--- src/mbrtu_ram.sv ---
// ----------------------------------------------------------------------------
// mbrtu_ram
// Generic single-write, single-read RAM with registered read data.
// ----------------------------------------------------------------------------
module mbrtu_ram #(
	parameter int WIDTH = 8,
	parameter int DEPTH = 256,
	localparam int AW   = $clog2(DEPTH)
) (
	input  logic             clk,
	input  logic             we,
	input  logic [AW-1:0]    waddr,
	input  logic [WIDTH-1:0] wdata,
	input  logic [AW-1:0]    raddr,
	output logic [WIDTH-1:0] rdata
);

	logic [WIDTH-1:0] mem_q [DEPTH];
	logic [WIDTH-1:0] rdata_q;

	// Write port and registered read port.
	always_ff @(posedge clk) begin
		if (we) begin
			mem_q[waddr] <= wdata;
		end
		rdata_q <= mem_q[raddr];
	end

	assign rdata = rdata_q;

endmodule

--- config.mk ---
export PLATFORM = sky130hd
export DESIGN_NAME = mbrtu_ram
export DESIGN_NICKNAME = d
export VERILOG_FILES = /design/src/mbrtu_ram.sv
export SDC_FILE = /design/constraint.sdc
export NUM_CORES = 2
export LEC_CHECK = 0
export BUFFER_PORTS_ARGS = -buffer_cell sky130_fd_sc_hd__buf_2
export CAP_MARGIN = 15
export CORE_MARGIN = 2
export CORE_UTILIZATION = 40
export DETAILED_ROUTE_END_ITERATION = 8
export PLACE_DENSITY_LB_ADDON = 0.1
export SLEW_MARGIN = 20
export SYNTH_ARGS = -nofsm -noshare
export SYNTH_HDL_FRONTEND = slang
export SYNTH_SLANG_ARGS = --single-unit
export TNS_END_PERCENT = 10
--- constraint.sdc ---
create_clock -name clk -period 4.5 [get_ports clk]
set_input_delay 0.675 -clock clk [delete_from_list [all_inputs] [get_ports clk]]
set_output_delay 0.675 -clock clk [all_outputs]
set_load 0.05 [all_outputs]
==> flow_metrics.py <==
metrics = {
    "status": {
        "run_status": "complete, no violations",
    },
    "yosys": {
        "syn-mean-instance-area_um2": 21.3,
        "synthesis.area_um2": 79600,
        "ys_seq_area_share_pct": 77.5,
        "synth_mux_area_share_pct": 14.6,
        "ys_warn_count": 0,
        "synth-edff-count": 2048,
        "synth_cell_types": 55,
        "synth-compound-area-share_pct": 3.42,
        "syn_nets": 3759,
        "synth_area_leader_cell": "edfxtp_1",
        "synth_top_family_by_area": "multiplexers",
        "yosysTopAreaCellShare_pct": 77.3,
        "async_flop_share_pct": 0,
        "synth_cells": 3733,
        "synth_ff_type": "edfxtp_1",
        "synth_area_leaders": "edfxtp_1 77%, mux4_2 13%, mux2i_1 1.7%",
        "synth-xor-area-share_pct": 0,
        "post-synth-top-count-cell": "edfxtp_1",
        "ys_top_cells_by_count": "2048 x edfxtp_1, 454 x mux4_2, 282 x nor2_1",
        "synth_seq_cells": 2056,
        "synth-adder-area-share_pct": 0,
        "synthSimpleGateAreaFrac_pct": 2.63,
    },
    "global_route": {
        "grt_usage_pct": 21.5,
        "grt_antenna_before_repair": 15,
        "gr-total-overflow": 0,
        "grt_pass1_vias": 39387,
        "grt_max_degree": 125,
        "grt_pass1_wl_um": 309000,
    },
    "clock_tree": {
        "tritoncts": "built",
        "cts.clk_slew.worst_paths_ns": 0.06,
        "cts_root_buffer": "clkbuf_16",
        "cts_htree_levels": 4,
        "clk_latency_ns": 0.85,
        "cts_setup_buffers": 0,
        "cts.hold.buffers_added": 0,
        "clockBufferDepth": 3,
        "cts_num_sinks": 2056,
        "cts_made_buffers": 212,
        "cts_resized": 0,
    },
    "power_and_ir_drop": {
        "seqPwrFrac_pct": 52.3,
        "swShare_pct": 22.2,
        "power.switching_mw": 8.95,
        "vdd_drop_max_uv": 413,
        "leakage_nw": 28.4,
        "internal_power_mw": 31.5,
        "power_mw": 40.4,
        "combPwrFrac_pct": 5.1,
        "powerDensity_nw_per_um2": 443,
        "p_clk_share_pct": 42.5,
    },
    "route": {
        "routed_via_density": 5.67,
        "drt-total-wl_um": 218000,
        "wl_per_cell_um": 31.8,
        "dr.first_iter.drc_count": 4158,
        "drc_errors": 0,
        "num_vias": 38952,
        "drt-pass1-iter-count": 5,
        "ant_nets": 0,
    },
    "critical_path": {
        "cp-start-kind": "input pin",
        "path_cells": "buf_4 > buf_4 > mux4_2 > nor2b_1 > a211oi_1 > nor2_1 > nor4_1 > buf_4 > nor4_2",
        "end_kind": "register",
        "crit_required_ns": 5.21,
        "crit_slowest_cell": "nor4_1",
        "critical_path_class": "input pin to register",
        "cp_max_fo": 33,
        "max_stage_delay_ns": 0.88,
        "arrival_ns": 4.19,
        "crit_top_cell": "buf_4",
    },
    "die": {
        "die_area_um2": 202000,
        "core_um2": 197000,
        "die_h_um": 450,
        "initial_utilization_pct": 40.3,
        "io_pins": 34,
        "die_w_um": 450,
        "num_rows": 163,
    },
    "sta": {
        "max_slew.worst_pin.slew_ns": 1.20,
        "maxSlewViolCount": 0,
        "whs_ns": 0.277,
        "max_freq_mhz": 287,
        "period_minus_slack_ns": 3.48,
        "finalHoldViolCount": 0,
        "relSlewSlack_pct": 19.6,
        "skew_ns": 0.0251,
        "rsz0062_at_grt": "false",
        "worst_slack_ns": 1.02,
        "setup_viol_count_final": 0,
        "finalCritPeriodShare_pct": 77.3,
    },
    "layout": {
        "drive_gt1_share_pct": 26.3,
        "nets": 4070,
        "area_growth_pct": 14.7,
    },
    "place": {
        "place_hpwl_um": 135000,
        "gp_congestion": 0.801,
        "portBuffers": 33,
        "dpl_worst_slack_ns": -0.0468,
    },
    "run": {
        "drv_cap": 0,
    },
    "hold_path": {
        "hold_path.class": "input pin to register",
    },
}
## state kept, by name, indices dropped and copies added (netlist names)
register	flops
mem_q	2048
rdata	8
## final cells by class
cell class / count / area (µm²)
fillers: 16693 / 106000
flip-flops and latches: 2056 / 61700
multi-input cells: 1442 / 16500
clock buffers: 271 / 5610
well taps: 2640 / 3300
repair buffers: 330 / 2930
clock inverters: 123 / 1180
diodes: 5 / 12.5
inverters: 2 / 7.51
## power groups by stage
| stage | Sequential, mW | Combinational (mW) | Clock, mW |
|---|---|---|---|
| 2_1_floorplan | 21.6 | 1.03 | 0 |
| 3_3_place_gp | 21.6 | 2.11 | 0 |
| 3_5_place_dp | 21.6 | 2.11 | 0 |
| 4_1_cts | 21.1 | 2.12 | 17.6 |
| 5_1_grt | 21.1 | 2.20 | 18.3 |
| 6_report | 21.1 | 2.08 | 17.2 |
## final timing paths
kind | start | end | slack [ns] | depth (start not counted)
worst max register to register | mem_q[83][0] | rdata[0] | 1.53 | 6
worst min register to register | mem_q[134][5] | rdata[5] | 1.17 | 6
worst max-delay path | raddr[2] | rdata[0] | 1.02 | 9
worst min-delay path | wdata[0] | mem_q[219][0] | 0.28 | 1
## worst max-delay path: cells and delay by family
| family | cells | cell delay, ns |
|---|---|---|
| buf+inv | 3 | 1.35 |
| simple gates | 4 | 1.17 |
| compound gates | 1 | 0.46 |
| mux | 1 | 0.39 |
## stage by stage
step / cell area, µm² / cells / util [%] / setup TNS [ns]
2_1_floorplan: 79600 / 3733 / - / 0
4_1_cts: 91200 / 6864 / 46.2 / 0
5_1_grt: 91200 / 6865 / 46.2 / 0
3_5_place_dp: 84400 / 6470 / 42.8 / -0.0468
6_report: 91200 / 6869 / 46.2 / 0
3_3_place_gp: 84400 / 6470 / 42.8 / -0.0229
## cell usage in the layout (no fill, tap or decap), types with 34 or more instances in the layout
cell type  synthesis  final
mux2i_1          134    134
o221ai_1          46     46
nor2_1           282    278
a22oi_1          133    133
clkinv_2           0     40
mux4_2           454    454
clkinv_1           1     50
a21oi_1           96     96
clkbuf_1         111     51
buf_4             27    265
buf_12             8     34
clkbuf_16          0    212
edfxtp_1        2048   2048
## kinds of logic (layout without fill, tap and decap cells)
| logic type | after synthesis | count (layout) |
|---|---|---|
| AOI/OAI and AO/OA | 385 | 385 |
| buffers and inverters | 235 | 726 |
| DFF | 2056 | 2056 |
| muxes | 591 | 591 |
| other | 0 | 5 |
| and+or+nand+nor | 466 | 466 |
## layer usage
layer	routed length (µm)	track usage [%]	share of wire [%]
met1	97300	31.4	45
met2	105000	34.2	48
met3	12100	3.52	5.5
met4	4130	4.75	1.9
met5	8	0	0.0037
(Power assumes the default switching activity.)
