**src/mbrtu_pkg.sv**
```systemverilog
// ----------------------------------------------------------------------------
// mbrtu_pkg
// Shared types, constants and helper functions for the Modbus RTU slave
// register engine.
// ----------------------------------------------------------------------------
package mbrtu_pkg;

	// Register space and buffer sizing.
	localparam int REGION_SIZE        = 256;
	localparam int PAYLOAD_MAX        = 256;
	localparam int MAX_RESPONSE_BYTES = 64;

	localparam int RA_W    = $clog2(REGION_SIZE);   // index inside one region
	localparam int REG_W   = RA_W + 2;              // register number, four regions
	localparam int END_W   = REG_W + 1;             // end of range, may equal space end
	localparam int SIZE_W  = REG_W + 2;             // data bytes of a range
	localparam int PL_AW   = $clog2(PAYLOAD_MAX);   // payload buffer address
	localparam int PL_CW   = PL_AW + 1;             // payload byte count
	localparam int POS_W   = 9;                     // frame byte position
	localparam int SPACE_END = 4 * REGION_SIZE;

	// Frame layout.
	localparam logic [POS_W-1:0] POS_ID    = 9'd0;
	localparam logic [POS_W-1:0] POS_FC    = 9'd1;
	localparam logic [POS_W-1:0] POS_SH    = 9'd2;
	localparam logic [POS_W-1:0] POS_SL    = 9'd3;
	localparam logic [POS_W-1:0] POS_NH    = 9'd4;
	localparam logic [POS_W-1:0] POS_NL    = 9'd5;
	localparam logic [POS_W-1:0] POS_BC    = 9'd6;
	localparam logic [POS_W-1:0] HDR_LEN   = 9'd7;
	localparam logic [POS_W-1:0] RD_CRC_AT = 9'd6;

	// Function codes and reply id.
	localparam logic [7:0] FC_READ  = 8'h03;
	localparam logic [7:0] FC_WRITE = 8'h10;
	localparam logic [7:0] REPLY_ID = 8'h00;

	// CRC-16/MODBUS.
	localparam logic [15:0] CRC_INIT = 16'hFFFF;
	localparam logic [15:0] CRC_POLY = 16'hA001;

	// Queue depths (powers of two).
	localparam int CMDQ_DEPTH = 2;
	localparam int OUTQ_DEPTH = 4;

	// Items on the two channels.
	typedef struct packed {
		logic [7:0] rx_byte;
		logic       frame_start;
	} req_item_t;

	typedef struct packed {
		logic [7:0] tx_byte;
		logic       tx_last;
	} resp_item_t;

	// A checked request handed from the parser to the executor.
	typedef struct packed {
		logic              is_wr;
		logic [REG_W-1:0]  start;
		logic [REG_W-1:0]  count;
		logic [END_W-1:0]  stop;
		logic [SIZE_W-1:0] size;
	} cmd_t;

	// Executor status seen by the parser.
	typedef struct packed {
		logic clearing;
		logic wr_busy;
	} back_stat_t;

	typedef enum logic [3:0] {
		BS_CLEAR,
		BS_IDLE,
		BS_WR_CHECK,
		BS_WR_FETCH,
		BS_WR_CAPT,
		BS_WR_STORE,
		BS_HDR,
		BS_RD_CHECK,
		BS_RD_DATA,
		BS_RD_EMIT,
		BS_CRC_LO,
		BS_CRC_HI
	} b_state_t;

	// Bytes per register in each region: words, floats, bytes, flags.
	function automatic logic [2:0] region_bytes(input logic [1:0] k);
		logic [2:0] w;
		unique case (k)
			2'd0:    w = 3'd2;
			2'd1:    w = 3'd4;
			default: w = 3'd1;
		endcase
		return w;
	endfunction

	// One byte through the reflected CRC-16/MODBUS.
	function automatic logic [15:0] crc_byte(input logic [15:0] crc, input logic [7:0] b);
		logic [15:0] c;
		c = crc ^ {8'h00, b};
		for (int i = 0; i < 8; i++) begin
			c = c[0] ? ((c >> 1) ^ CRC_POLY) : (c >> 1);
		end
		return c;
	endfunction

	// Data bytes covered by registers [s, e) across the four regions.
	function automatic logic [SIZE_W-1:0] data_size(input logic [REG_W-1:0] s,
			input logic [END_W-1:0] e);
		logic [SIZE_W-1:0] t;
		logic [END_W-1:0]  lo;
		logic [END_W-1:0]  hi;
		logic [END_W-1:0]  a;
		logic [END_W-1:0]  z;
		t = '0;
		for (int k = 0; k < 4; k++) begin
			lo = END_W'(k * REGION_SIZE);
			hi = END_W'((k + 1) * REGION_SIZE);
			a  = ({1'b0, s} > lo) ? {1'b0, s} : lo;
			z  = (e < hi) ? e : hi;
			if (z > a) begin
				t = t + SIZE_W'(SIZE_W'(z - a) * SIZE_W'(region_bytes(2'(k))));
			end
		end
		return t;
	endfunction

endpackage

```
**src/mbrtu_cmdq.sv**
```systemverilog
// ----------------------------------------------------------------------------
// mbrtu_cmdq
// Short queue of checked requests between the parser and the executor.
// ----------------------------------------------------------------------------
module mbrtu_cmdq
	import mbrtu_pkg::*;
(
	input  logic clk,
	input  logic arst_n,
	input  logic push,
	input  cmd_t din,
	input  logic pop,
	output cmd_t dout,
	output logic valid,
	output logic full,
	output logic has_wr
);

	localparam int AW = $clog2(CMDQ_DEPTH);

	cmd_t            ent_q [CMDQ_DEPTH];
	logic [AW-1:0]   rd_q;
	logic [AW-1:0]   wr_q;
	logic [AW:0]     cnt_q;
	logic            do_push;
	logic            do_pop;
	logic [AW:0]     age;

	assign valid   = (cnt_q != '0);
	assign full    = (cnt_q == (AW+1)'(CMDQ_DEPTH));
	assign do_push = push & ~full;
	assign do_pop  = pop & valid;
	assign dout    = ent_q[rd_q];

	// Any write request among the waiting entries.
	always_comb begin
		has_wr = 1'b0;
		for (int i = 0; i < CMDQ_DEPTH; i++) begin
			age = (AW+1)'(AW'(AW'(i) - rd_q));
			if (age < cnt_q) begin
				has_wr = has_wr | ent_q[i].is_wr;
			end
		end
	end

	// Pointers and fill count.
	always_ff @(posedge clk or negedge arst_n) begin
		if (!arst_n) begin
			rd_q  <= '0;
			wr_q  <= '0;
			cnt_q <= '0;
		end else begin
			if (do_push) begin
				wr_q <= AW'(wr_q + 1'b1);
			end
			if (do_pop) begin
				rd_q <= AW'(rd_q + 1'b1);
			end
			cnt_q <= (AW+1)'(cnt_q + (AW+1)'(do_push) - (AW+1)'(do_pop));
		end
	end

	// Entry storage.
	always_ff @(posedge clk) begin
		if (do_push) begin
			ent_q[wr_q] <= din;
		end
	end

endmodule

```
**config.mk**
```make
export PLATFORM = sky130hd
export DESIGN_NAME = mbrtu_cmdq
export DESIGN_NICKNAME = d
export VERILOG_FILES = /design/src/mbrtu_pkg.sv /design/src/mbrtu_cmdq.sv
export SDC_FILE = /design/constraint.sdc
export NUM_CORES = 1
export LEC_CHECK = 0
export ABC_AREA = 0
export BUFFER_PORTS_ARGS = -buffer_cell sky130_fd_sc_hd__clkbuf_2
export CORE_MARGIN = 2
export CORE_UTILIZATION = 45
export DETAILED_ROUTE_END_ITERATION = 8
export PLACE_DENSITY_LB_ADDON = 0.12
export SLEW_MARGIN = 20
export SYNTH_ARGS = -nofsm -noshare
export SYNTH_HDL_FRONTEND = slang
export SYNTH_SLANG_ARGS = --single-unit
```
**constraint.sdc**
```tcl
create_clock -name clk -period 6.75 [get_ports clk]
set_input_delay 1.35 -clock clk [delete_from_list [all_inputs] [get_ports clk]]
set_output_delay 1.35 -clock clk [all_outputs]
set_load 0.01 [all_outputs]
```
==> summary.txt <==
Status
  • Status: complete, no violations

Timing
  • Setup TNS: 0 ns
  • Final hold slack: ~0.54 ns
  • Slew headroom: between 20% and 30%
  • Setup WS post-layout: approximately 3.3 ns
  • Final setup violation count: 0
  • Min cycle time layout: 3.457 ns
  • Max-slew violations: 0
  • FMAX: just under 0.3 GHz
  • Measured slew at the worst slew-check pin: between 1 and 1.5 ns
  • Fin crit share: ~50%
  • Final clock skew: slightly above 0.006 ns
  • RSZ-0062 raised after global routing: no
  • Final hold vios: 0

Synth
  • Most frequent cell after synthesis: edfxtp_1
  • Post-synthesis cell area: around 3600 µm²
  • FFs w/ async S/R, synth: under 10%
  • Sequential share of the synthesized area: between 70% and 80%
  • Top cell type's share of synthesized area: between 70 and 80%
  • Post-Synth XOR/XNOR Area: 0.9835%
  • Area leader, netlist: edfxtp_1
  • Yosys cell types: 16
  • Top_reg_cell synth: edfxtp_1
  • Main combinational cell family by area after synthesis: multiplexers
  • Number of flops mapped to enable cells by yosys: 88
  • Number of synthesized register bits: 92
  • Commonest cells in the netlist: edfxtp_1, mux2_4, buf_6
  • Simple-gate share of the synthesized area: 1.264%
  • Synth top area cells: edfxtp_1, mux2_4, dfrtp_1
  • Multiplexer share of the synthesized area: 18.12%
  • Synth warn: 0
  • Post-Syn Nets: 208
  • Synth Area per Inst: 22.55 µm²
  • Instance count of the mapped netlist: approximately 160
  • Synth Area in Adders: less than 1%
  • Compound-cell area share of the yosys netlist: less than 1%

GRT
  • Largest net degree at the start of global routing: 45
  • First-pass GRT wire length: 8673 µm
  • Vias in the first global route: around 1800
  • Met3 Track Usage GR: under 10%
  • Met1 GRT Util: between 15 and 20%
  • GRT overflow: 0
  • Initial antenna violation count: 0
  • All-layer global routing usage: 13.69%
  • Met2 usage: 23.49%
  • GRT Max-Usage Layer: met2

Die
  • Die area: roughly 8600 µm²
  • Die span in y: about 93 µm
  • Initial core utilization: about 46%
  • Die Wd: about 93 µm
  • Standard-cell row count: 32
  • Total core area: 7687 µm²
  • I/O pins: between 90 and 100

Critical path
  • Slowest-stage cell, CP: dfrtp_2
  • WP data required: around 5.4 ns
  • Crit. End Element: output port
  • Data arrival time of the worst path: between 2 and 2.5 ns
  • Flop2flop setup slack: about 4.7 ns
  • WS Path Type: register to output port
  • Critical Path Fanout Max: 31
  • Crit path cell chain: buf_4 -> mux2_2 -> clkbuf_2
  • Element type at the critical path start: register
  • Largest stage delay, worst path: ~0.65 ns

Pwr
  • Clk network pwr share: around a fifth
  • Power Density: between 400 and 500 nW/µm²
  • Leakage: approximately 0.0018 µW
  • Net switching power: 536.4 µW
  • P_int: 1307 µW
  • Worst vdd ir: 253.7 µV
  • Register share of total power: 45.7%
  • Pwr Total: between 1500 and 2000 µW
  • Gate power share: approximately 33%
  • Switching Fraction: between 20% and 30%

Cells and area
  • Share of cells above drive strength 1: roughly three fifths
  • Diodes inserted: 0
  • # nets final: 310
  • Final instance count without filler cells: about 370
  • Layout area overhead: 21.95%

Detailed routing
  • Post-DR vias/cell: ~4.6
  • Per-cell routed wire length: about 15 µm
  • Final wirelength: approximately 5700 µm
  • Antenna Nets Post-Route: 0
  • TritonRoute pass-1 iters: 4
  • Iter 0 DRT Violations: 61
  • Vias: roughly 1700
  • DRC violations left: 0

Placement
  • Number of port buffers: 94
  • Place WS: between 3 and 4 ns
  • GPL Wtd Cong: slightly below 0.7
  • Dpl cells: between 300 and 400

CTS
  • H-tree depth: 3
  • CTS buffer count: 9
  • Clock Tree Buf Depth: 2
  • Post-cts sizing count: 0
  • Worst-Skew Late Latency: about 0.35 ns
  • Root buf cell: clkbuf_8
  • Cts hold-fix bufs: 0
  • # Post-CTS Setup Buffers: 0
  • CTS clk-pin slew, worst paths: 0.08 ns
  • CTS tree: done
  • Clock sinks: about 90

Min path
  • Hold crit path type: register to register

Flow run
  • Max-cap violations: 0
==> stage by stage <==
stage / util [%] / cell area, µm²
global route: 56.51 / 4344
detailed placement: 53.71 / 4129
CTS: 56.51 / 4344
finish: 56.51 / 4344
global placement: 53.71 / 4129
floorplan: - / 3562
==> routing by layer <==
layer	routed length (µm)	vias to the layer above	share of wire (%)
met1	2388	828	42
met5	0	-	0
met2	2877	52	51
li1	-	815	-
met4	100	0	1.8
met3	283	8	5.0
==> flip-flops by register name, indices dropped and copies added, names as in the netlist <==
signal and cells:
ent_q 88, wr_q 1, rd_q 1, cnt_q 2
==> area by class of cell <==
type / count / area [µm²]
Sequential cell: 92 / 2744
Inverter: 2 / 7.507
Timing Repair Buffer: 96 / 485.5
Clock buffer: 9 / 123.9
Multi-Input combinational cell: 59 / 764.5
Clock inverter: 7 / 91.34
Tap cell: 102 / 127.6
Fill cell: 646 / 3343
==> cell families after synthesis <==
group	Yosys count
XOR/XNOR	4
AO/OA/AOI/OAI	1
flip-flops	92
buffers and inverters	7
AND/OR/NAND/NOR	8
adder cells (fa/ha/maj)	2
multiplexers	44
==> critical path: cells and delay by family, from the launching register on <==
kind / cells / cell delay [ns]
buf+inv: 2 / 0.69
flops: 1 / 0.65
mux: 1 / 0.39
==> power by group through the flow <==
stage	clock [µW]	combinational, µW	sequential, µW
2_1_floorplan	0	470	827
3_3_place_gp	0	624	854
3_5_place_dp	0	625	859
4_1_cts	399	628	846
5_1_grt	425	663	858
6_report	389	612	843
==> worst paths after layout <==
path                                          from                endpoint  depth (start not counted)
worst max-delay path              rd_q$_DFFE_PN0P_                dout[30]                          3
min in group asynchronous                   arst_n      cnt_q[0]$_DFF_PN0_                          1
max in group asynchronous                   arst_n        rd_q$_DFFE_PN0P_                          1
worst min-delay path            cnt_q[1]$_DFF_PN0_      cnt_q[1]$_DFF_PN0_                          1
worst max register to register  cnt_q[1]$_DFF_PN0_  ent_q[0][19]$_DFFE_PP_                          4
worst min register to register  cnt_q[1]$_DFF_PN0_      cnt_q[1]$_DFF_PN0_                          1
==> cells in the final DEF, fill, tap and decap left out <==
cell type	instances
clkinvlp_4	2
clkinv_4	1
nor2_4	1
inv_1	2
dfrtp_2	1
buf_4	2
and2_4	1
mux2_2	4
bufinv_16	2
ha_1	2
or2_4	1
clkinv_1	2
mux2_4	40
o21ai_0	1
clkbuf_2	94
dfrtp_1	3
nand2_1	3
xor2_1	1
edfxtp_1	88
nand2b_1	1
xnor2_1	3
and3_2	1
clkbuf_8	9
Power figures use the tool's default switching activity.
