### src/mbrtu_pkg.sv
// ----------------------------------------------------------------------------
// mbrtu_pkg
// Shared types, constants and helper functions for the Modbus RTU slave
// register engine.
// ----------------------------------------------------------------------------
package mbrtu_pkg;

	// Register space and buffer sizing.
	localparam int REGION_SIZE        = 256;
	localparam int PAYLOAD_MAX        = 256;
	localparam int MAX_RESPONSE_BYTES = 64;

	localparam int RA_W    = $clog2(REGION_SIZE);   // index inside one region
	localparam int REG_W   = RA_W + 2;              // register number, four regions
	localparam int END_W   = REG_W + 1;             // end of range, may equal space end
	localparam int SIZE_W  = REG_W + 2;             // data bytes of a range
	localparam int PL_AW   = $clog2(PAYLOAD_MAX);   // payload buffer address
	localparam int PL_CW   = PL_AW + 1;             // payload byte count
	localparam int POS_W   = 9;                     // frame byte position
	localparam int SPACE_END = 4 * REGION_SIZE;

	// Frame layout.
	localparam logic [POS_W-1:0] POS_ID    = 9'd0;
	localparam logic [POS_W-1:0] POS_FC    = 9'd1;
	localparam logic [POS_W-1:0] POS_SH    = 9'd2;
	localparam logic [POS_W-1:0] POS_SL    = 9'd3;
	localparam logic [POS_W-1:0] POS_NH    = 9'd4;
	localparam logic [POS_W-1:0] POS_NL    = 9'd5;
	localparam logic [POS_W-1:0] POS_BC    = 9'd6;
	localparam logic [POS_W-1:0] HDR_LEN   = 9'd7;
	localparam logic [POS_W-1:0] RD_CRC_AT = 9'd6;

	// Function codes and reply id.
	localparam logic [7:0] FC_READ  = 8'h03;
	localparam logic [7:0] FC_WRITE = 8'h10;
	localparam logic [7:0] REPLY_ID = 8'h00;

	// CRC-16/MODBUS.
	localparam logic [15:0] CRC_INIT = 16'hFFFF;
	localparam logic [15:0] CRC_POLY = 16'hA001;

	// Queue depths (powers of two).
	localparam int CMDQ_DEPTH = 2;
	localparam int OUTQ_DEPTH = 4;

	// Items on the two channels.
	typedef struct packed {
		logic [7:0] rx_byte;
		logic       frame_start;
	} req_item_t;

	typedef struct packed {
		logic [7:0] tx_byte;
		logic       tx_last;
	} resp_item_t;

	// A checked request handed from the parser to the executor.
	typedef struct packed {
		logic              is_wr;
		logic [REG_W-1:0]  start;
		logic [REG_W-1:0]  count;
		logic [END_W-1:0]  stop;
		logic [SIZE_W-1:0] size;
	} cmd_t;

	// Executor status seen by the parser.
	typedef struct packed {
		logic clearing;
		logic wr_busy;
	} back_stat_t;

	typedef enum logic [3:0] {
		BS_CLEAR,
		BS_IDLE,
		BS_WR_CHECK,
		BS_WR_FETCH,
		BS_WR_CAPT,
		BS_WR_STORE,
		BS_HDR,
		BS_RD_CHECK,
		BS_RD_DATA,
		BS_RD_EMIT,
		BS_CRC_LO,
		BS_CRC_HI
	} b_state_t;

	// Bytes per register in each region: words, floats, bytes, flags.
	function automatic logic [2:0] region_bytes(input logic [1:0] k);
		logic [2:0] w;
		unique case (k)
			2'd0:    w = 3'd2;
			2'd1:    w = 3'd4;
			default: w = 3'd1;
		endcase
		return w;
	endfunction

	// One byte through the reflected CRC-16/MODBUS.
	function automatic logic [15:0] crc_byte(input logic [15:0] crc, input logic [7:0] b);
		logic [15:0] c;
		c = crc ^ {8'h00, b};
		for (int i = 0; i < 8; i++) begin
			c = c[0] ? ((c >> 1) ^ CRC_POLY) : (c >> 1);
		end
		return c;
	endfunction

	// Data bytes covered by registers [s, e) across the four regions.
	function automatic logic [SIZE_W-1:0] data_size(input logic [REG_W-1:0] s,
			input logic [END_W-1:0] e);
		logic [SIZE_W-1:0] t;
		logic [END_W-1:0]  lo;
		logic [END_W-1:0]  hi;
		logic [END_W-1:0]  a;
		logic [END_W-1:0]  z;
		t = '0;
		for (int k = 0; k < 4; k++) begin
			lo = END_W'(k * REGION_SIZE);
			hi = END_W'((k + 1) * REGION_SIZE);
			a  = ({1'b0, s} > lo) ? {1'b0, s} : lo;
			z  = (e < hi) ? e : hi;
			if (z > a) begin
				t = t + SIZE_W'(SIZE_W'(z - a) * SIZE_W'(region_bytes(2'(k))));
			end
		end
		return t;
	endfunction

endpackage

### src/mbrtu_front.sv
// ----------------------------------------------------------------------------
// mbrtu_front
// Frame parser: checks id, function, address bytes, byte count and CRC,
// stores write data in the payload buffer and queues checked requests.
// ----------------------------------------------------------------------------
module mbrtu_front
	import mbrtu_pkg::*;
(
	input  logic             clk,
	input  logic             arst_n,
	input  logic             node_we,
	input  logic [7:0]       node_wdata,
	input  logic             push,
	input  req_item_t        req,
	output logic             full,
	input  back_stat_t       back_stat,
	input  logic             cmdq_full,
	input  logic             cmdq_has_wr,
	output logic             cmd_push,
	output cmd_t             cmd,
	output logic             pl_we,
	output logic [PL_AW-1:0] pl_waddr,
	output logic [7:0]       pl_wdata
);

	logic [7:0]       node_q;
	logic             drop_q;
	logic [POS_W-1:0] pos_q;
	logic [15:0]      crc_q;
	logic [7:0]       fc_q;
	logic [7:0]       sh_q, sl_q, nh_q, nl_q, bc_q;

	logic             drop_d;
	logic [POS_W-1:0] pos_d;
	logic [15:0]      crc_d;
	logic [7:0]       fc_d;

	logic             acc;
	logic [7:0]       b;
	logic             eff_drop;
	logic [POS_W-1:0] p;
	logic [15:0]      crc;
	logic [7:0]       fc;
	logic [REG_W-1:0] start;
	logic [REG_W-1:0] count;
	logic [END_W-1:0] sum;
	logic [END_W-1:0] stop;
	logic [SIZE_W-1:0] size;
	logic             bad;
	logic [POS_W-1:0] limit;
	logic [POS_W-1:0] pl_off;

	// The payload buffer and the queue are shared with the executor, so hold
	// off while a write is queued or being committed.
	assign full = back_stat.clearing | back_stat.wr_busy | cmdq_full | cmdq_has_wr;
	assign acc  = push & ~full;
	assign b    = req.rx_byte;

	// A frame start restarts parsing for this byte.
	assign eff_drop = req.frame_start ? 1'b0 : drop_q;
	assign p        = req.frame_start ? '0 : pos_q;
	assign crc      = req.frame_start ? CRC_INIT : crc_q;
	assign fc       = (p == POS_FC) ? b : (req.frame_start ? 8'h00 : fc_q);

	// Register range of the frame, end clipped to the register space.
	assign start = {sh_q[1:0], sl_q};
	assign count = {nh_q[1:0], nl_q};
	assign sum   = END_W'({1'b0, start} + {1'b0, count});
	assign stop  = (sum > END_W'(SPACE_END)) ? END_W'(SPACE_END) : sum;
	assign size  = data_size(start, stop);

	// Header checks.
	assign bad = ((p == POS_ID) && (b != node_q))
		|| ((p == POS_FC) && (b != FC_READ) && (b != FC_WRITE))
		|| (((p == POS_SH) || (p == POS_NH)) && (b >= 8'd4))
		|| ((p == POS_BC) && (fc == FC_WRITE)
			&& ((size != SIZE_W'(b)) || ({1'b0, b} > 9'(PAYLOAD_MAX))));

	// Position of the CRC low byte.
	assign limit = (fc == FC_READ) ? RD_CRC_AT
		: ((p < HDR_LEN) ? HDR_LEN : POS_W'(HDR_LEN + {1'b0, bc_q}));

	assign pl_off   = POS_W'(p - HDR_LEN);
	assign pl_waddr = pl_off[PL_AW-1:0];
	assign pl_wdata = b;

	assign cmd.is_wr = (fc_q == FC_WRITE);
	assign cmd.start = start;
	assign cmd.count = count;
	assign cmd.stop  = stop;
	assign cmd.size  = size;

	// Next parser state for an accepted item.
	always_comb begin
		drop_d   = drop_q;
		pos_d    = pos_q;
		crc_d    = crc_q;
		fc_d     = fc_q;
		cmd_push = 1'b0;
		pl_we    = 1'b0;
		if (acc) begin
			drop_d = eff_drop;
			pos_d  = p;
			crc_d  = crc;
			fc_d   = req.frame_start ? 8'h00 : fc_q;
			if (!eff_drop) begin
				if (p == POS_FC) begin
					fc_d = b;
				end
				if (bad) begin
					drop_d = 1'b1;
				end else begin
					pos_d = POS_W'(p + 9'd1);
					if (p < limit) begin
						crc_d = crc_byte(crc, b);
						pl_we = (fc == FC_WRITE) && (p >= HDR_LEN);
					end else if (p == limit) begin
						if (b != crc[7:0]) begin
							drop_d = 1'b1;
						end
					end else begin
						drop_d   = 1'b1;
						cmd_push = (b == crc[15:8]);
					end
				end
			end
		end
	end

	// Control registers.
	always_ff @(posedge clk or negedge arst_n) begin
		if (!arst_n) begin
			node_q <= 8'h00;
			drop_q <= 1'b1;
			pos_q  <= '0;
			crc_q  <= CRC_INIT;
			fc_q   <= 8'h00;
		end else begin
			if (node_we) begin
				node_q <= node_wdata;
			end
			drop_q <= drop_d;
			pos_q  <= pos_d;
			crc_q  <= crc_d;
			fc_q   <= fc_d;
		end
	end

	// Header bytes of the current frame.
	always_ff @(posedge clk) begin
		if (acc && !eff_drop) begin
			unique case (p)
				POS_SH:  sh_q <= b;
				POS_SL:  sl_q <= b;
				POS_NH:  nh_q <= b;
				POS_NL:  nl_q <= b;
				POS_BC:  bc_q <= b;
				default: ;
			endcase
		end
	end

	// A completed frame always leaves the parser waiting for a frame start.
	a_push_drops: assert property (@(posedge clk) disable iff (!arst_n)
		cmd_push |=> drop_q)
		else $error("parser still live after a completed frame");

	// Payload bytes only come from a frame that is still being parsed.
	a_pl_live: assert property (@(posedge clk) disable iff (!arst_n)
		pl_we |=> !drop_q)
		else $error("payload written by a dropped frame");

	// The queue is never pushed while full.
	a_no_overflow: assert property (@(posedge clk) disable iff (!arst_n)
		cmd_push |-> !cmdq_full)
		else $error("request pushed into a full queue");

endmodule

### config.mk
export PLATFORM = sky130hd
export DESIGN_NAME = mbrtu_front
export DESIGN_NICKNAME = d
export VERILOG_FILES = /design/src/mbrtu_pkg.sv /design/src/mbrtu_front.sv
export SDC_FILE = /design/constraint.sdc
export NUM_CORES = 1
export LEC_CHECK = 0
export ABC_AREA = 1
export BUFFER_PORTS_ARGS = -buffer_cell sky130_fd_sc_hd__buf_2
export CORE_UTILIZATION = 56
export DETAILED_ROUTE_END_ITERATION = 8
export GPL_TIMING_DRIVEN = 0
export PLACE_DENSITY_LB_ADDON = 0.15
export SETUP_SLACK_MARGIN = 0.15
export SLEW_MARGIN = 0
export SYNTH_ARGS = -nofsm -noshare
export SYNTH_HDL_FRONTEND = slang
export SYNTH_SLANG_ARGS = --single-unit
### constraint.sdc
create_clock -name clk -period 9.1 [get_ports clk]
set_clock_uncertainty 0.05 [all_clocks]
set_input_delay 0.91 -clock clk [delete_from_list [all_inputs] [get_ports clk]]
set_output_delay 0.91 -clock clk [all_outputs]
set_load 0.1 [all_outputs]
==> metrics.md <==
| Metric | Value |
|---|---|
| Finish-stage setup viols | `3` |
| Hold-fix buffers, CTS | `0` |
| #FFs+latches synth | `70` |
| WL/cell | `approximately 17 um` |
| Slowest stage delay, CP | `0.47 ns` |
| Kind of end point of the critical path | `output port` |
| Global-route wire length before repair | `49400 um` |
| TritonCTS clock tree | `yes` |
| Flop2flop setup slack | `0.12 ns` |
| Via count | `10800` |
| Leading area contributor after synthesis | `nand2_1` |
| Max IR drop VDD | `between 0.15 and 0.2 mV` |
| Clock buffer depth | `2` |
| CTS root buf | `clkbuf_16` |
| Count of pins over their slew limit | `0` |
| Cell area after synthesis | `between 0.009 and 0.01 mm^2` |
| Seq/Total Area, Yosys | `19.6%` |
| Fmax | `between 100 and 150 MHz` |
| Leak pwr | `6.44 nW` |
| Largest net degree at the start of global routing | `43` |
| N_diodes | `0` |
| Remaining DRCs | `0` |
| Crit-path most repeated cell | `nand2_2` |
| Synth Warn # | `0` |
| Non-filler cells, final | `1904` |
| RSZ-0062 raised after global routing | `true` |
| Slew HR | `29.0%` |
| Hold Path Class | `reg2reg` |
| Final min period | `10.0 ns` |
| Via density | `5.68` |
| Mean area per synthesized cell | `6.50 um^2` |
| Clock Sinks | `70` |
| All-Layer GR Usage | `34.9%` |
| Synth top area share | `16.8%` |
| Comb power frac | `46.3%` |
| Crit path depth | `~60` |
| Routed Antenna Nets | `0` |
| Area of the die | `0.0179 mm^2` |
| Sum of buffers and inverters on the critical path | `9` |
| Port Buf Inserts | `87` |
| Slowest stage cell, crit path | `edfxtp_1` |
| Post-Syn Instances | `1500` |
| R2r startpoint | `nl_q[2]` |
| Seq pwr share | `around 29%` |
| Total gr overflow | `0` |
| Synth top area cells | `nand2_1, ha_1, edfxtp_1` |
| Die X | `between 100 and 150 um` |
| TritonCTS Buffers | `9` |
| Failing checks | `negative setup slack` |
| Sw frac | `43.7%` |
| Final core occ | `76.2%` |
| DRT Wirelength | `approximately 32000 um` |
| Worst Path Max Fanout | `7` |
| R2R depth | `66` |
| RR Endpoint | `pos_q[2]` |
| Yosys cell types | `55` |
| Core area | `0.0168 mm^2` |
| Setup crit end | `pl_we` |
| Rows | `between 40 and 50` |
| Final Hold Viols | `0` |
| Overall die height | `134 um` |
| Slew @ Worst Pin | `between 1 and 1.5 ns` |
| Clock Latency Late Sink | `0.34 ns` |
| Vias in the first global route | `10200` |
| Initial antenna violation count | `0` |
| Fin nets | `1836` |
| Post-synth top flop | `edfxtp_1` |
| H-tree depth | `3` |
| Worst EP required | `8.14 ns` |
| Pint | `0.000806 W` |
| Tcrit/Tclk final | `110%` |
| DR iter-0 viols | `827` |
| Commonest non-fill, non-tap cell in the layout | `nand2_1` |
| Switch Pwr | `0.000626 W` |
| Initial DRT Pass Iterations | `6` |
| CTS clock-pin slew for the worst setup and hold paths | `0.07 ns` |
| Share of post-route cells with drive strength above 1 | `27.4%` |
| WS Path Type | `reg2out` |
| Inst Count DP | `approximately 1800` |
| Async SR Flop Fraction | `60.0%` |
| Cell Pwr Density | `between 100 and 150 mW/mm^2` |
| Number of synthesized flops with an enable pin | `28` |
| Min Hold Slack | `0.419 ns` |
| Fill count | `1259` |
| Clock network fraction of design power | `24.7%` |
| Max cap viols | `0` |
| Worst EP arrival | `9.04 ns` |
| Dpl hpwl | `22600 um` |
| Status | `finished, violations left` |
| Area Overhead vs Synth | `31.5%` |
| Final setup margin | `-0.899 ns` |
| Cell family with most CP delay | `simple AND/OR/NAND/NOR gates` |
| Routability cong. | `0.939` |
| # IOs | `88` |
| CP startpoint | `nl_q[2]` |
| Initial Util | `approximately 58%` |
| CP Launch Type | `flip-flop` |
| Most frequent cells in the layout | `nand2_1, inv_1, nor2_1` |
[metrics by stage]
stage | setup TNS [ns] | power [W] | worst slack (ns) | area (um^2)
CTS | -0.962 | 0.00138 | -0.543 | 12300
finish | -1.83 | 0.00143 | -0.899 | 12800
global placement | -5.68 | 0.000989 | -1.46 | 11100
floorplan | -2.02 | 0.000887 | -1.11 | 10400
detailed placement | -7.44 | 0.000997 | -1.52 | 11100
global route | -7.59 | 0.00151 | -1.26 | 12800
[what timing repair did]
item	CTS	global route
pin swaps	84	30
buffers inserted	54	22
gates resized for setup	97	94
setup endpoints to repair	29	29
gates cloned	0	2
[cells in the mapped netlist, types with 10 or more instances]
library cell / count
nand2_1: 437
inv_1: 204
nor2_1: 143
ha_1: 124
nand3_1: 121
a21oi_1: 73
xor2_1: 57
o21ai_0: 54
nand4_1: 29
edfxtp_1: 28
xnor2_1: 27
dfrtp_1: 25
dfstp_2: 17
clkbuf_1: 16
nor3_1: 12
buf_4: 11
nand2_2: 10
[flip-flops by register name (all words and copies together) (netlist names)]
register / count
drop_q: 1
crc_q: 16
nl_q: 8
sl_q: 8
bc_q: 8
fc_q: 8
pos_q: 9
sh_q: 2
nh_q: 2
node_q: 8
[power by group through the flow]
stage,logic [W],clock network [W],registers [W]
6_report,0.000664,0.000354,0.000416
5_1_grt,0.000718,0.000368,0.000420
4_1_cts,0.000605,0.000355,0.000415
3_5_place_dp,0.000578,0,0.000419
3_3_place_gp,0.000570,0,0.000419
2_1_floorplan,0.000473,0,0.000413
[layout make-up]
class	instances	area [um^2]	area share, %
timing repair buffer	164	1140	8.86
multi-input combinational	1186	8160	63.6
inverter	216	835	6.51
clock inverter	7	68.8	0.537
buffer	32	206	1.61
sequential	70	1910	14.9
clock buffer	9	225	1.76
tap	220	275	2.15
[cells by family after synthesis]
kind of cell	share of synthesized area, %
AOI/OAI and AO/OA	9.86
xor gates and xnor gates	7.55
adders and majority gates	17.6
buffers and inverters	10.3
DFF	19.6
muxes	0.103
other	0.0385
and+or+nand+nor	35.0
[per-layer routing]
| metal | vias to the layer above | global-route usage (%) | wire [um] |
|---|---|---|---|
| met5 | - | 0 | 0 |
| met4 | 0 | 22.0 | 2200 |
| met3 | 156 | 3.67 | 1950 |
| met2 | 483 | 62.1 | 16000 |
| met1 | 4965 | 39.9 | 12100 |
| li1 | 5214 | - | - |
[worst min-delay path by stage]
| stage | depth (start not counted) | endpoint | startpoint |
|---|---|---|---|
| after CTS | 2 | crc_q[14] | crc_q[14] |
| after floorplan | 2 | crc_q[0] | crc_q[0] |
| after detailed placement | 2 | crc_q[6] | crc_q[6] |
| after global placement | 2 | crc_q[3] | crc_q[3] |
| final | 2 | crc_q[14] | crc_q[14] |
| after global routing | 2 | crc_q[2] | crc_q[2] |
[worst register-to-register path: cells and delay by family, from the launching register on]
family,cells,cell delay (ns)
xor+xnor,1,0.14
buf+inv,11,1.07
flops,1,0.47
simple gates,37,3.38
compound gates,9,1.44
fa+ha+maj,8,2.32
Note: power is estimated with default switching activity, not from simulation.
