`src/mbrtu_pkg.sv`:
```
// ----------------------------------------------------------------------------
// mbrtu_pkg
// Shared types, constants and helper functions for the Modbus RTU slave
// register engine.
// ----------------------------------------------------------------------------
package mbrtu_pkg;

	// Register space and buffer sizing.
	localparam int REGION_SIZE        = 256;
	localparam int PAYLOAD_MAX        = 256;
	localparam int MAX_RESPONSE_BYTES = 64;

	localparam int RA_W    = $clog2(REGION_SIZE);   // index inside one region
	localparam int REG_W   = RA_W + 2;              // register number, four regions
	localparam int END_W   = REG_W + 1;             // end of range, may equal space end
	localparam int SIZE_W  = REG_W + 2;             // data bytes of a range
	localparam int PL_AW   = $clog2(PAYLOAD_MAX);   // payload buffer address
	localparam int PL_CW   = PL_AW + 1;             // payload byte count
	localparam int POS_W   = 9;                     // frame byte position
	localparam int SPACE_END = 4 * REGION_SIZE;

	// Frame layout.
	localparam logic [POS_W-1:0] POS_ID    = 9'd0;
	localparam logic [POS_W-1:0] POS_FC    = 9'd1;
	localparam logic [POS_W-1:0] POS_SH    = 9'd2;
	localparam logic [POS_W-1:0] POS_SL    = 9'd3;
	localparam logic [POS_W-1:0] POS_NH    = 9'd4;
	localparam logic [POS_W-1:0] POS_NL    = 9'd5;
	localparam logic [POS_W-1:0] POS_BC    = 9'd6;
	localparam logic [POS_W-1:0] HDR_LEN   = 9'd7;
	localparam logic [POS_W-1:0] RD_CRC_AT = 9'd6;

	// Function codes and reply id.
	localparam logic [7:0] FC_READ  = 8'h03;
	localparam logic [7:0] FC_WRITE = 8'h10;
	localparam logic [7:0] REPLY_ID = 8'h00;

	// CRC-16/MODBUS.
	localparam logic [15:0] CRC_INIT = 16'hFFFF;
	localparam logic [15:0] CRC_POLY = 16'hA001;

	// Queue depths (powers of two).
	localparam int CMDQ_DEPTH = 2;
	localparam int OUTQ_DEPTH = 4;

	// Items on the two channels.
	typedef struct packed {
		logic [7:0] rx_byte;
		logic       frame_start;
	} req_item_t;

	typedef struct packed {
		logic [7:0] tx_byte;
		logic       tx_last;
	} resp_item_t;

	// A checked request handed from the parser to the executor.
	typedef struct packed {
		logic              is_wr;
		logic [REG_W-1:0]  start;
		logic [REG_W-1:0]  count;
		logic [END_W-1:0]  stop;
		logic [SIZE_W-1:0] size;
	} cmd_t;

	// Executor status seen by the parser.
	typedef struct packed {
		logic clearing;
		logic wr_busy;
	} back_stat_t;

	typedef enum logic [3:0] {
		BS_CLEAR,
		BS_IDLE,
		BS_WR_CHECK,
		BS_WR_FETCH,
		BS_WR_CAPT,
		BS_WR_STORE,
		BS_HDR,
		BS_RD_CHECK,
		BS_RD_DATA,
		BS_RD_EMIT,
		BS_CRC_LO,
		BS_CRC_HI
	} b_state_t;

	// Bytes per register in each region: words, floats, bytes, flags.
	function automatic logic [2:0] region_bytes(input logic [1:0] k);
		logic [2:0] w;
		unique case (k)
			2'd0:    w = 3'd2;
			2'd1:    w = 3'd4;
			default: w = 3'd1;
		endcase
		return w;
	endfunction

	// One byte through the reflected CRC-16/MODBUS.
	function automatic logic [15:0] crc_byte(input logic [15:0] crc, input logic [7:0] b);
		logic [15:0] c;
		c = crc ^ {8'h00, b};
		for (int i = 0; i < 8; i++) begin
			c = c[0] ? ((c >> 1) ^ CRC_POLY) : (c >> 1);
		end
		return c;
	endfunction

	// Data bytes covered by registers [s, e) across the four regions.
	function automatic logic [SIZE_W-1:0] data_size(input logic [REG_W-1:0] s,
			input logic [END_W-1:0] e);
		logic [SIZE_W-1:0] t;
		logic [END_W-1:0]  lo;
		logic [END_W-1:0]  hi;
		logic [END_W-1:0]  a;
		logic [END_W-1:0]  z;
		t = '0;
		for (int k = 0; k < 4; k++) begin
			lo = END_W'(k * REGION_SIZE);
			hi = END_W'((k + 1) * REGION_SIZE);
			a  = ({1'b0, s} > lo) ? {1'b0, s} : lo;
			z  = (e < hi) ? e : hi;
			if (z > a) begin
				t = t + SIZE_W'(SIZE_W'(z - a) * SIZE_W'(region_bytes(2'(k))));
			end
		end
		return t;
	endfunction

endpackage

```
`src/mbrtu_outq.sv`:
```
// ----------------------------------------------------------------------------
// mbrtu_outq
// Response item queue that parts the executor from the receiver.
// ----------------------------------------------------------------------------
module mbrtu_outq
	import mbrtu_pkg::*;
(
	input  logic       clk,
	input  logic       arst_n,
	input  logic       push,
	input  resp_item_t din,
	output logic       full,
	input  logic       pop,
	output resp_item_t dout,
	output logic       empty
);

	localparam int AW = $clog2(OUTQ_DEPTH);

	resp_item_t    ent_q [OUTQ_DEPTH];
	logic [AW-1:0] rd_q;
	logic [AW-1:0] wr_q;
	logic [AW:0]   cnt_q;
	logic          do_push;
	logic          do_pop;

	assign empty   = (cnt_q == '0);
	assign full    = (cnt_q == (AW+1)'(OUTQ_DEPTH));
	assign do_push = push & ~full;
	assign do_pop  = pop & ~empty;
	assign dout    = ent_q[rd_q];

	// Pointers and fill count.
	always_ff @(posedge clk or negedge arst_n) begin
		if (!arst_n) begin
			rd_q  <= '0;
			wr_q  <= '0;
			cnt_q <= '0;
		end else begin
			if (do_push) begin
				wr_q <= AW'(wr_q + 1'b1);
			end
			if (do_pop) begin
				rd_q <= AW'(rd_q + 1'b1);
			end
			cnt_q <= (AW+1)'(cnt_q + (AW+1)'(do_push) - (AW+1)'(do_pop));
		end
	end

	// Entry storage.
	always_ff @(posedge clk) begin
		if (do_push) begin
			ent_q[wr_q] <= din;
		end
	end

endmodule
```
`config.mk`:
```
export PLATFORM = sky130hd
export DESIGN_NAME = mbrtu_outq
export DESIGN_NICKNAME = d
export VERILOG_FILES = /design/src/mbrtu_pkg.sv /design/src/mbrtu_outq.sv
export SDC_FILE = /design/constraint.sdc
export NUM_CORES = 1
export LEC_CHECK = 0
export BUFFER_PORTS_ARGS = -buffer_cell sky130_fd_sc_hd__buf_2
export CAP_MARGIN = 20
export CORE_MARGIN = 2
export CORE_UTILIZATION = 50
export DETAILED_ROUTE_END_ITERATION = 7
export PLACE_DENSITY = 0.74
export SETUP_SLACK_MARGIN = 0.2
export SLEW_MARGIN = 20
export SYNTH_ARGS = -nofsm -noshare
export SYNTH_HDL_FRONTEND = slang
export SYNTH_SLANG_ARGS = --single-unit
```
`constraint.sdc`:
```
create_clock -name clk -period 1.9 [get_ports clk]
set_input_delay 0.095 -clock clk [delete_from_list [all_inputs] [get_ports clk]]
set_output_delay 0.095 -clock clk [all_outputs]
set_load 0.01 [all_outputs]
```
==> results.yml, run 1 <==
cells_and_area:
  diodes: 0
  fillers: 225
  instances_no_fill: 190
  nets: 163
  multiInputGateArea_um2: 528.0
  final_area_um2: 2402
  final_common_cell: "edfxtp_1"
  drive_gt1_frac: 0.4653
  seqCellArea_um2: 1260
  layout_common_cells: "edfxtp_1, buf_2, buf_4, dlygate4sd3_1, buf_6"
  syn2layout_area_growth_pct: 35.78
clocking:
  clkSinkCount: 43
  h-tree-depth: 2
  cts_tree: "built"
  numCtsBuffers: 5
  cts.clk_slew.worst_paths_ns: 0.11
  clock_latency_ns: 0.34
  cts_root_buffer: "clkbuf_4"
  clockBufferDepth: 2
drt:
  routedWlPerCell_um: 17.37
  drt_iter0_markers: 42
  first_pass_iters: 4
  vias_per_cell: 5.184
  via_count: 985
  wirelength_um: 3301
  drc: 0
  final_antenna_net_count: 0
synthesis:
  ys_seq_elements: 43
  yosysSeqAreaShare: 0.7100
  synthCells: 88
  synth_cell_types: 18
  yosysWarnings: 0
  avgSynthCellArea_um2: 20.10
  synth_area_um2: 1769
  synthesis.nets: 108
run:
  maxCapViolCount: 0
placement:
  dp.cells: 167
  post_dp_cell_area_um2: 2027
  io_buffers: 23
  gp_congestion: 0.7616
  dp_hpwl_um: 2088
die:
  die_area_um2: 4030
  coreArea_um2: 3363
  die_y_um: 63.49
  die_x_um: 63.49
  num_io_pins: 24
  std_cell_rows: 21
  floorplan.initialDensity: 0.5260
sta:
  setup_ws_ns: -0.06560
  max_freq_mhz: 508.8
  rsz0062_at_grt: "true"
  finalSetupViolCount: 1
  skew_ns: 0.004130
  finalCritPeriodShare: 1.035
  tightest_slew_ns: 0.4754
  period_minus_slack_ns: 1.966
  slew-limit-headroom: 0.6830
  slew_violations: 0
  timing_hold_violations_final: 0
power_and_ir_drop:
  powerDensity_nw_per_um2: 1547
  peakVddDrop_mv: 1.025
  leakage_nw: 0.9195
setup_path:
  critPathKind: "flop to flop"
  path_max_fanout: 2
  cp.arrival_ns: 2.23
  required_ns: 2.17
  endpoint_kind: "flop"
  cp-start-kind: "flop"
  rrSetupSlack_ns: -0.07
global_routing:
  antenna_found_initial: 0
  track_usage: 0.1647
  overflow: 0
  grt_max_degree: 14
  grt_pass1_vias: 1036
  grt_pass1_wl_um: 4795
status:
  violations: "negative setup slack"
  status: "finished with violations"
min_path:
  hp-class: "primary input to flop"
==> where the power goes <==
| group | switching (mW) | internal (mW) |
|---|---|---|
| Sequential | 0.194 | 1.28 |
| Combinational | 0.626 | 0.943 |
| Clock | 0.265 | 0.411 |
| Total | 1.09 | 2.63 |
==> synthesized netlist by cell type <==
master	n	area, µm²
edfxtp_1	36	1081
mux4_2	9	202.7
dfrtp_1	7	175.2
ha_1	6	75.07
inv_1	6	22.52
and3b_1	4	35.03
nand2b_1	4	25.02
xnor2_1	4	35.03
nand4bb_1	2	22.52
o211ai_1	2	15.01
buf_2	1	5.000
buf_6	1	11.26
fa_1	1	20.02
nand2_1	1	3.750
nor3_1	1	5.000
nor3b_4	1	18.77
o311ai_1	1	8.760
o31ai_1	1	7.510
==> cell families after synthesis <==
| family | Yosys count | share of synthesized area |
|---|---|---|
| flip-flops | 43 | 0.7100 |
| AND/OR/NAND/NOR | 13 | 0.06223 |
| multiplexers | 9 | 0.1146 |
| buffers and inverters | 8 | 0.02192 |
| XOR/XNOR | 4 | 0.01980 |
| adder cells (fa/ha/maj) | 7 | 0.05375 |
| AO/OA/AOI/OAI | 4 | 0.01768 |
==> worst max-delay path, stage by stage (launching register included) <==
cell	delay, ns
dfrtp_2	0.45
o31ai_4	0.25
inv_1	0.10
ha_4	0.27
inv_2	0.04
ha_4	0.15
fa_2	0.33
xnor2_1	0.17
xnor2_1	0.14
==> sequential cells by signal, indices dropped and copies added (netlist names) <==
register and count:
ent_q 36, wr_q 2, rd_q 2, cnt_q 3
==> routing by layer <==
layer | vias to the layer above | global-route usage | routed length (µm)
li1 | 456 | - | -
met1 | 488 | 0.1806 | 1221
met2 | 33 | 0.3053 | 1868
met3 | 8 | 0.04107 | 155
met4 | 0 | 0.05978 | 55
met5 | - | 0 | 0
==> per-stage QoR <==
stage | TNS [ns] | worst slack [ns] | util | power [mW] | hold slack [ns]
6_report | -0.06560 | -0.06560 | 0.7143 | 3.716 | 0.07836
5_1_grt | -0.1450 | -0.1398 | 0.7143 | 3.911 | 0.05704
4_1_cts | -0.08500 | -0.08500 | 0.6685 | 3.383 | 0.05262
3_5_place_dp | -0.09414 | -0.09414 | 0.6027 | 2.637 | -0.05330
3_3_place_gp | -0.004471 | -0.004471 | 0.6027 | 2.555 | -0.06350
2_1_floorplan | -0.05160 | -0.05160 | - | 2.171 | -0.2006
==> area by class of cell <==
type                            count  area share
Clock buffer                        6     0.01719
Clock inverter                      2     0.02500
Inverter                            6    0.009375
Multi-Input combinational cell     37      0.2198
Sequential cell                    43      0.5245
Tap cell                           46     0.02396
Timing Repair Buffer               50      0.1802
==> path summary, 6_finish.rpt <==
path	from	end	depth (start not counted)
setup reg to reg	cnt_q[0]$_DFF_PN0_	cnt_q[2]$_DFF_PN0_	8
setup / recovery	cnt_q[0]$_DFF_PN0_	cnt_q[2]$_DFF_PN0_	8
max in group asynchronous	arst_n	cnt_q[1]$_DFF_PN0_	2
min in group asynchronous	arst_n	rd_q[0]$_DFFE_PN0P_	2
hold / removal	pop	rd_q[1]$_DFFE_PN0P_	3
hold reg to reg	wr_q[1]$_DFFE_PN0P_	wr_q[1]$_DFFE_PN0P_	2
==> timing repair <==
action | in CTS | in global routing
setup endpoints to repair | 11 | 12
gates resized for setup | 2 | 19
hold buffers | 10 | 0
cloned | 0 | 1
pin swaps | 1 | 1
endpoints found under the hold margin | 43 | 0
setup buffers | 2 | 2
Note: power is estimated with default switching activity, not from simulation.
==> run 2: changes to the inputs <==
--- a/config.mk
+++ b/config.mk
@@ -7,11 +7,13 @@
 export LEC_CHECK = 0
 export BUFFER_PORTS_ARGS = -buffer_cell sky130_fd_sc_hd__buf_2
 export CAP_MARGIN = 20
+export CORE_ASPECT_RATIO = 2
 export CORE_MARGIN = 2
 export CORE_UTILIZATION = 50
 export DETAILED_ROUTE_END_ITERATION = 7
 export PLACE_DENSITY = 0.74
 export SETUP_SLACK_MARGIN = 0.2
+export SKIP_CTS_REPAIR_TIMING = 1
 export SLEW_MARGIN = 20
 export SYNTH_ARGS = -nofsm -noshare
 export SYNTH_HDL_FRONTEND = slang
==> run 2 against run 1 <==
Against the previous run: the run still ends with negative setup slack left; first-iteration DRC count decreased by 52%; critical path type unchanged; critical endpoint unchanged; register-to-register slack lost 0.07 ns; wire length decreased by 9.9%; clock skew about the same; count of clock-buffer cells in the layout rose by 2.
==> results.yml, run 2 (same netlist as run 1, synthesis figures left out) <==
die:
  std_cell_rows: 30
  die_x_um: 46.06
  die_area_um2: 4059
  coreArea_um2: 3378
  die_y_um: 88.12
  num_io_pins: 24
  floorplan.initialDensity: 0.5237
setup_path:
  cp.arrival_ns: 2.21
  startpoint: "cnt_q[1]$_DFF_PN0_"
  path_max_fanout: 4
  critPathKind: "flop to flop"
  cp-start-kind: "flop"
  required_ns: 2.07
  slowest_delay_ns: 0.47
  rrSetupSlack_ns: -0.13
  endpoint_kind: "flop"
  cp_cell_sequence: "o31ai_4 > inv_2 > ha_4 > inv_2 > ha_4 > fa_2 > xnor2_2 > xnor2_1"
  cp_slowest_cell: "dfrtp_2"
  r2r_start: "cnt_q[1]$_DFF_PN0_"
  r2r_cells: 8
  regToRegEndpoint: "cnt_q[2]$_DFF_PN0_"
drt:
  via_count: 932
  final_antenna_net_count: 0
  drt_iter0_markers: 20
  routedWlPerCell_um: 18.24
  wirelength_um: 2973
  drc: 0
  first_pass_iters: 4
  vias_per_cell: 5.718
clocking:
  numCtsBuffers: 5
  clock_latency_ns: 0.29
  clockBufferDepth: 2
  cts_tree: "built"
  cts.clk_slew.worst_paths_ns: 0.07
  clkSinkCount: 43
  h-tree-depth: 2
  cts_root_buffer: "clkbuf_8"
power_and_ir_drop:
  p_int_mw: 2.252
  swShare: 0.3106
  p_total_mw: 3.267
  power.share.clock: 0.164
  powerDensity_nw_per_um2: 1510
  peakVddDrop_mv: 1.013
  p_switching_mw: 1.015
  seqPwrFrac: 0.444
  leakage_nw: 0.8186
  p_comb_frac: 0.392
min_path:
  min_delay_path_depth: 1
  hold_path_end: "ent_q[0][6]$_DFFE_PP_"
  hp-class: "primary input to flop"
  min_from: "din[6]"
status:
  status: "finished with violations"
  violations: "negative setup slack"
placement:
  post-place-ws_ns: -0.1036
  post_dp_cell_area_um2: 1987
  dp.cells: 150
  gp_congestion: 0.7205
  io_buffers: 23
run:
  maxCapViolCount: 0
cells_and_area:
  drive_gt1_frac: 0.4962
  layout_common_cells: "edfxtp_1, buf_2, buf_4, mux4_2"
  reg_top3: "ent_q x36, cnt_q x3"
  diodes: 0
  syn2layout_area_growth_pct: 22.28
  final_common_cell: "edfxtp_1"
  regMostFlops: "ent_q"
  fillers: 243
  nets: 150
  seqCellArea_um2: 1259
  largest_register_ffs: 36
  multiInputGateArea_um2: 535.5
  instances_no_fill: 163
  final_area_um2: 2163
sta:
  tightest_slew_ns: 0.4543
  finalCritPeriodShare: 1.070
  hold-worst-slack_ns: 0.01809
  max_freq_mhz: 491.9
  setup_ws_ns: -0.1328
  slew-limit-headroom: 0.6971
  skew_ns: 0.004118
  period_minus_slack_ns: 2.033
  finalSetupViolCount: 1
  slew_violations: 0
  rsz0062_at_grt: "true"
  timing_hold_violations_final: 0
global_routing:
  grt_pass1_wl_um: 4436
  track_usage: 0.1589
  antenna_found_initial: 0
  grt_max_degree: 13
  grt_pass1_vias: 1005
  overflow: 0
run 2: cell types whose count changed in the layout (fill, tap and decap cells not counted), sizes merged:
cell,previous run,this run
bufinv,2,0
clkbuf,7,8
buf,39,36
dlygate4sd3,10,1
run 2: worst max-delay path by stage:
stage / to / cells after the start
final: cnt_q[2]$_DFF_PN0_ / 8
after CTS: cnt_q[2]$_DFF_PN0_ / 8
after detailed placement: cnt_q[2]$_DFF_PN0_ / 8
after global placement: cnt_q[2]$_DFF_PN0_ / 8
after floorplan: cnt_q[2]$_DFF_PN0_ / 8
after global routing: cnt_q[2]$_DFF_PN0_ / 9
run 2: routing by layer:
metal  track usage  wire length, µm  vias to the layer above
li1              -                -                      426
met2        0.2929             1814                       21
met4       0.08052               82                        0
met1        0.1492              979                      476
met5             0                0                        -
met3       0.03918               96                        9
run 2: power by group through the flow:
stage	Combinational, mW	Sequential, mW	Clock, mW
5_1_grt	1.42	1.48	0.575
3_3_place_gp	1.11	1.44	0
4_1_cts	1.15	1.44	0.548
2_1_floorplan	0.765	1.41	0
6_report	1.28	1.45	0.534
3_5_place_dp	1.15	1.46	0
run 2: worst max-delay path: cells and delay by family, from the launching register on:
kind	cells	cell delay, ns
adder cells (fa/ha/maj)	3	0.78
flip-flops	1	0.47
XOR/XNOR	2	0.28
buffers and inverters	2	0.12
AO/OA/AOI/OAI	1	0.28
run 2: layout make-up:
class / instances / share of cell area
clock buffers: 8 / 0.03702
well taps: 32 / 0.01851
inverters: 6 / 0.01041
flip-flops and latches: 43 / 0.5818
repair buffers: 37 / 0.1047
multi-input cells: 37 / 0.2475
run 2: through the flow:
stage / setup TNS [ns] / util
detailed placement: -0.1174 / 0.5881
global route: -0.2791 / 0.6404
CTS: -0.1506 / 0.6119
floorplan: -0.05160 / -
finish: -0.1328 / 0.6404
global placement: 0 / 0.5881
==> run 3: changes to the inputs <==
--- a/config.mk
+++ b/config.mk
@@ -11,7 +11,7 @@
 export CORE_MARGIN = 2
 export CORE_UTILIZATION = 50
 export DETAILED_ROUTE_END_ITERATION = 7
-export PLACE_DENSITY = 0.74
+export PLACE_DENSITY_LB_ADDON = 0.05
 export SETUP_SLACK_MARGIN = 0.2
 export SKIP_CTS_REPAIR_TIMING = 1
 export SLEW_MARGIN = 20
==> run 3 against run 2 <==
Against the previous run: the run still ends with negative setup slack left; total power grew 1.9%; register-to-register slack gained 0.06 ns; critical path depth is the same; combinational power grew 5%; worst hold slack is essentially flat; non-clock buffer count grew 3; worst setup slack gained 0.059 ns; highest routed layer unchanged; flip-flop and latch count is the same; cell area grew 1.7%; largest cell class unchanged; sequential power is essentially flat; clock skew is essentially flat.
==> results.yml, run 3 (same netlist as run 1, synthesis figures left out) <==
sta:
  period_minus_slack_ns: 1.974
  max_freq_mhz: 506.7
  finalSetupViolCount: 1
  skew_ns: 0.004036
  slew_violations: 0
  timing_hold_violations_final: 0
  slew-limit-headroom: 0.6830
  rsz0062_at_grt: "true"
  tightest_slew_ns: 0.4756
  setup_ws_ns: -0.07369
  finalCritPeriodShare: 1.039
clocking:
  cts_tree: "built"
  h-tree-depth: 2
  clockBufferDepth: 2
  numCtsBuffers: 5
  cts.clk_slew.worst_paths_ns: 0.07
  clkSinkCount: 43
  cts_root_buffer: "clkbuf_8"
  clock_latency_ns: 0.29
setup_path:
  slowest_delay_ns: 0.45
  critPathKind: "flop to flop"
  cp_cell_sequence: "o31ai_4 > inv_2 > ha_4 > inv_2 > ha_4 > fa_2 > xnor2_2 > xnor2_1"
  required_ns: 2.07
  cp-start-kind: "flop"
  cp_slowest_cell: "dfrtp_2"
  path_max_fanout: 2
  endpoint_kind: "flop"
  cp.arrival_ns: 2.15
drt:
  wirelength_um: 3000
  met2_length_um: 1800
  final_antenna_net_count: 0
  via_count: 935
  top_layer: "met4"
  routedWlPerCell_um: 18.07
  drc: 0
  wl_met1_um: 1006
  drt_iter0_markers: 25
  first_pass_iters: 6
  route.met3.wl_um: 137
  vias_per_cell: 5.633
cells_and_area:
  largest_register_ffs: 36
  layout_common_cells: "edfxtp_1, buf_2, buf_4, mux4_2, clkbuf_8"
  nets: 153
  diodes: 0
  drive_gt1_frac: 0.4925
  syn2layout_area_growth_pct: 24.33
  final_area_um2: 2200
  regMostFlops: "ent_q"
  reg_top3: "ent_q x36, cnt_q x3"
  final_common_cell: "edfxtp_1"
status:
  status: "finished with violations"
  violations: "negative setup slack"
die:
  die_y_um: 88.12
  std_cell_rows: 30
  die_area_um2: 4059
  coreArea_um2: 3378
  floorplan.initialDensity: 0.5237
  die_x_um: 46.06
  num_io_pins: 24
power_and_ir_drop:
  powerDensity_nw_per_um2: 1513
  leakage_nw: 0.8453
  peakVddDrop_mv: 0.9143
global_routing:
  grt_pass1_wl_um: 4567
  overflow: 0
  antenna_found_initial: 0
  grt_max_degree: 14
  track_usage: 0.1667
  grt_pass1_vias: 1000
placement:
  dp_hpwl_um: 2156
  post_dp_cell_area_um2: 2002
  gp_congestion: 0.6849
  io_buffers: 23
  post-place-ws_ns: -0.08449
min_path:
  hp-class: "primary input to flop"
run:
  maxCapViolCount: 0
run 3: cell types whose count changed in the layout (fill, tap and decap cells not counted):
cell,change
and3b_1,+4
and3b_2,-4
buf_4,+2
clkbuf_1,-2
buf_12,+1
buf_6,-1
buf_8,+1
clkinv_1,+1
clkinv_2,+1
dfrtp_1,-1
dfrtp_2,+1
run 3: worst max-delay path: cells and delay by family (launching register included):
kind	cells	cell delay, ns
flops	1	0.45
compound gates	1	0.28
fa+ha+maj	3	0.76
buf+inv	2	0.11
xor+xnor	2	0.26
run 3: path summary, 6_finish.rpt:
path,from,endpoint,slack [ns],cells past startpoint
hold / removal,din[8],ent_q[1][8]$_DFFE_PP_,0.02,1
setup / recovery,cnt_q[1]$_DFF_PN0_,cnt_q[2]$_DFF_PN0_,-0.07,8
max in group asynchronous,arst_n,cnt_q[0]$_DFF_PN0_,1.54,2
hold reg to reg,wr_q[1]$_DFFE_PN0P_,wr_q[1]$_DFFE_PN0P_,0.61,2
setup reg to reg,cnt_q[1]$_DFF_PN0_,cnt_q[2]$_DFF_PN0_,-0.07,8
min in group asynchronous,arst_n,rd_q[1]$_DFFE_PN0P_,0.18,2
run 3: metal layers:
layer / vias up / track usage
met5: - / 0
met4: 0 / 0.08312
met3: 7 / 0.04124
met2: 29 / 0.3043
met1: 463 / 0.1605
li1: 436 / -
run 3: cell type report:
cell class | count | area, µm²
clock buffer | 6 | 72.57
timing repair buffer | 40 | 265.3
inverter | 6 | 22.52
clock inverter | 2 | 8.758
sequential | 43 | 1260
tap | 32 | 40.04
fill | 261 | 1179
multi-input combinational | 37 | 530.5
run 3: stage by stage:
stage | std cells | TNS (ns) | hold WS [ns] | total power [mW] | utilization
final | 166 | -0.07369 | 0.01797 | 3.328 | 0.6511
after global placement | 152 | -0.007540 | -0.06646 | 2.585 | 0.5926
after floorplan | 88 | -0.05160 | -0.2006 | 2.171 | -
after CTS | 160 | -0.1274 | -0.3706 | 3.166 | 0.6167
after global routing | 166 | -0.1574 | 0.01442 | 3.543 | 0.6511
after detailed placement | 152 | -0.08449 | -0.05879 | 2.635 | 0.5926
run 3: power breakdown:
part	internal (mW)	switching, mW
clock	0.252	0.277
combinational	0.763	0.582
sequential	1.28	0.175
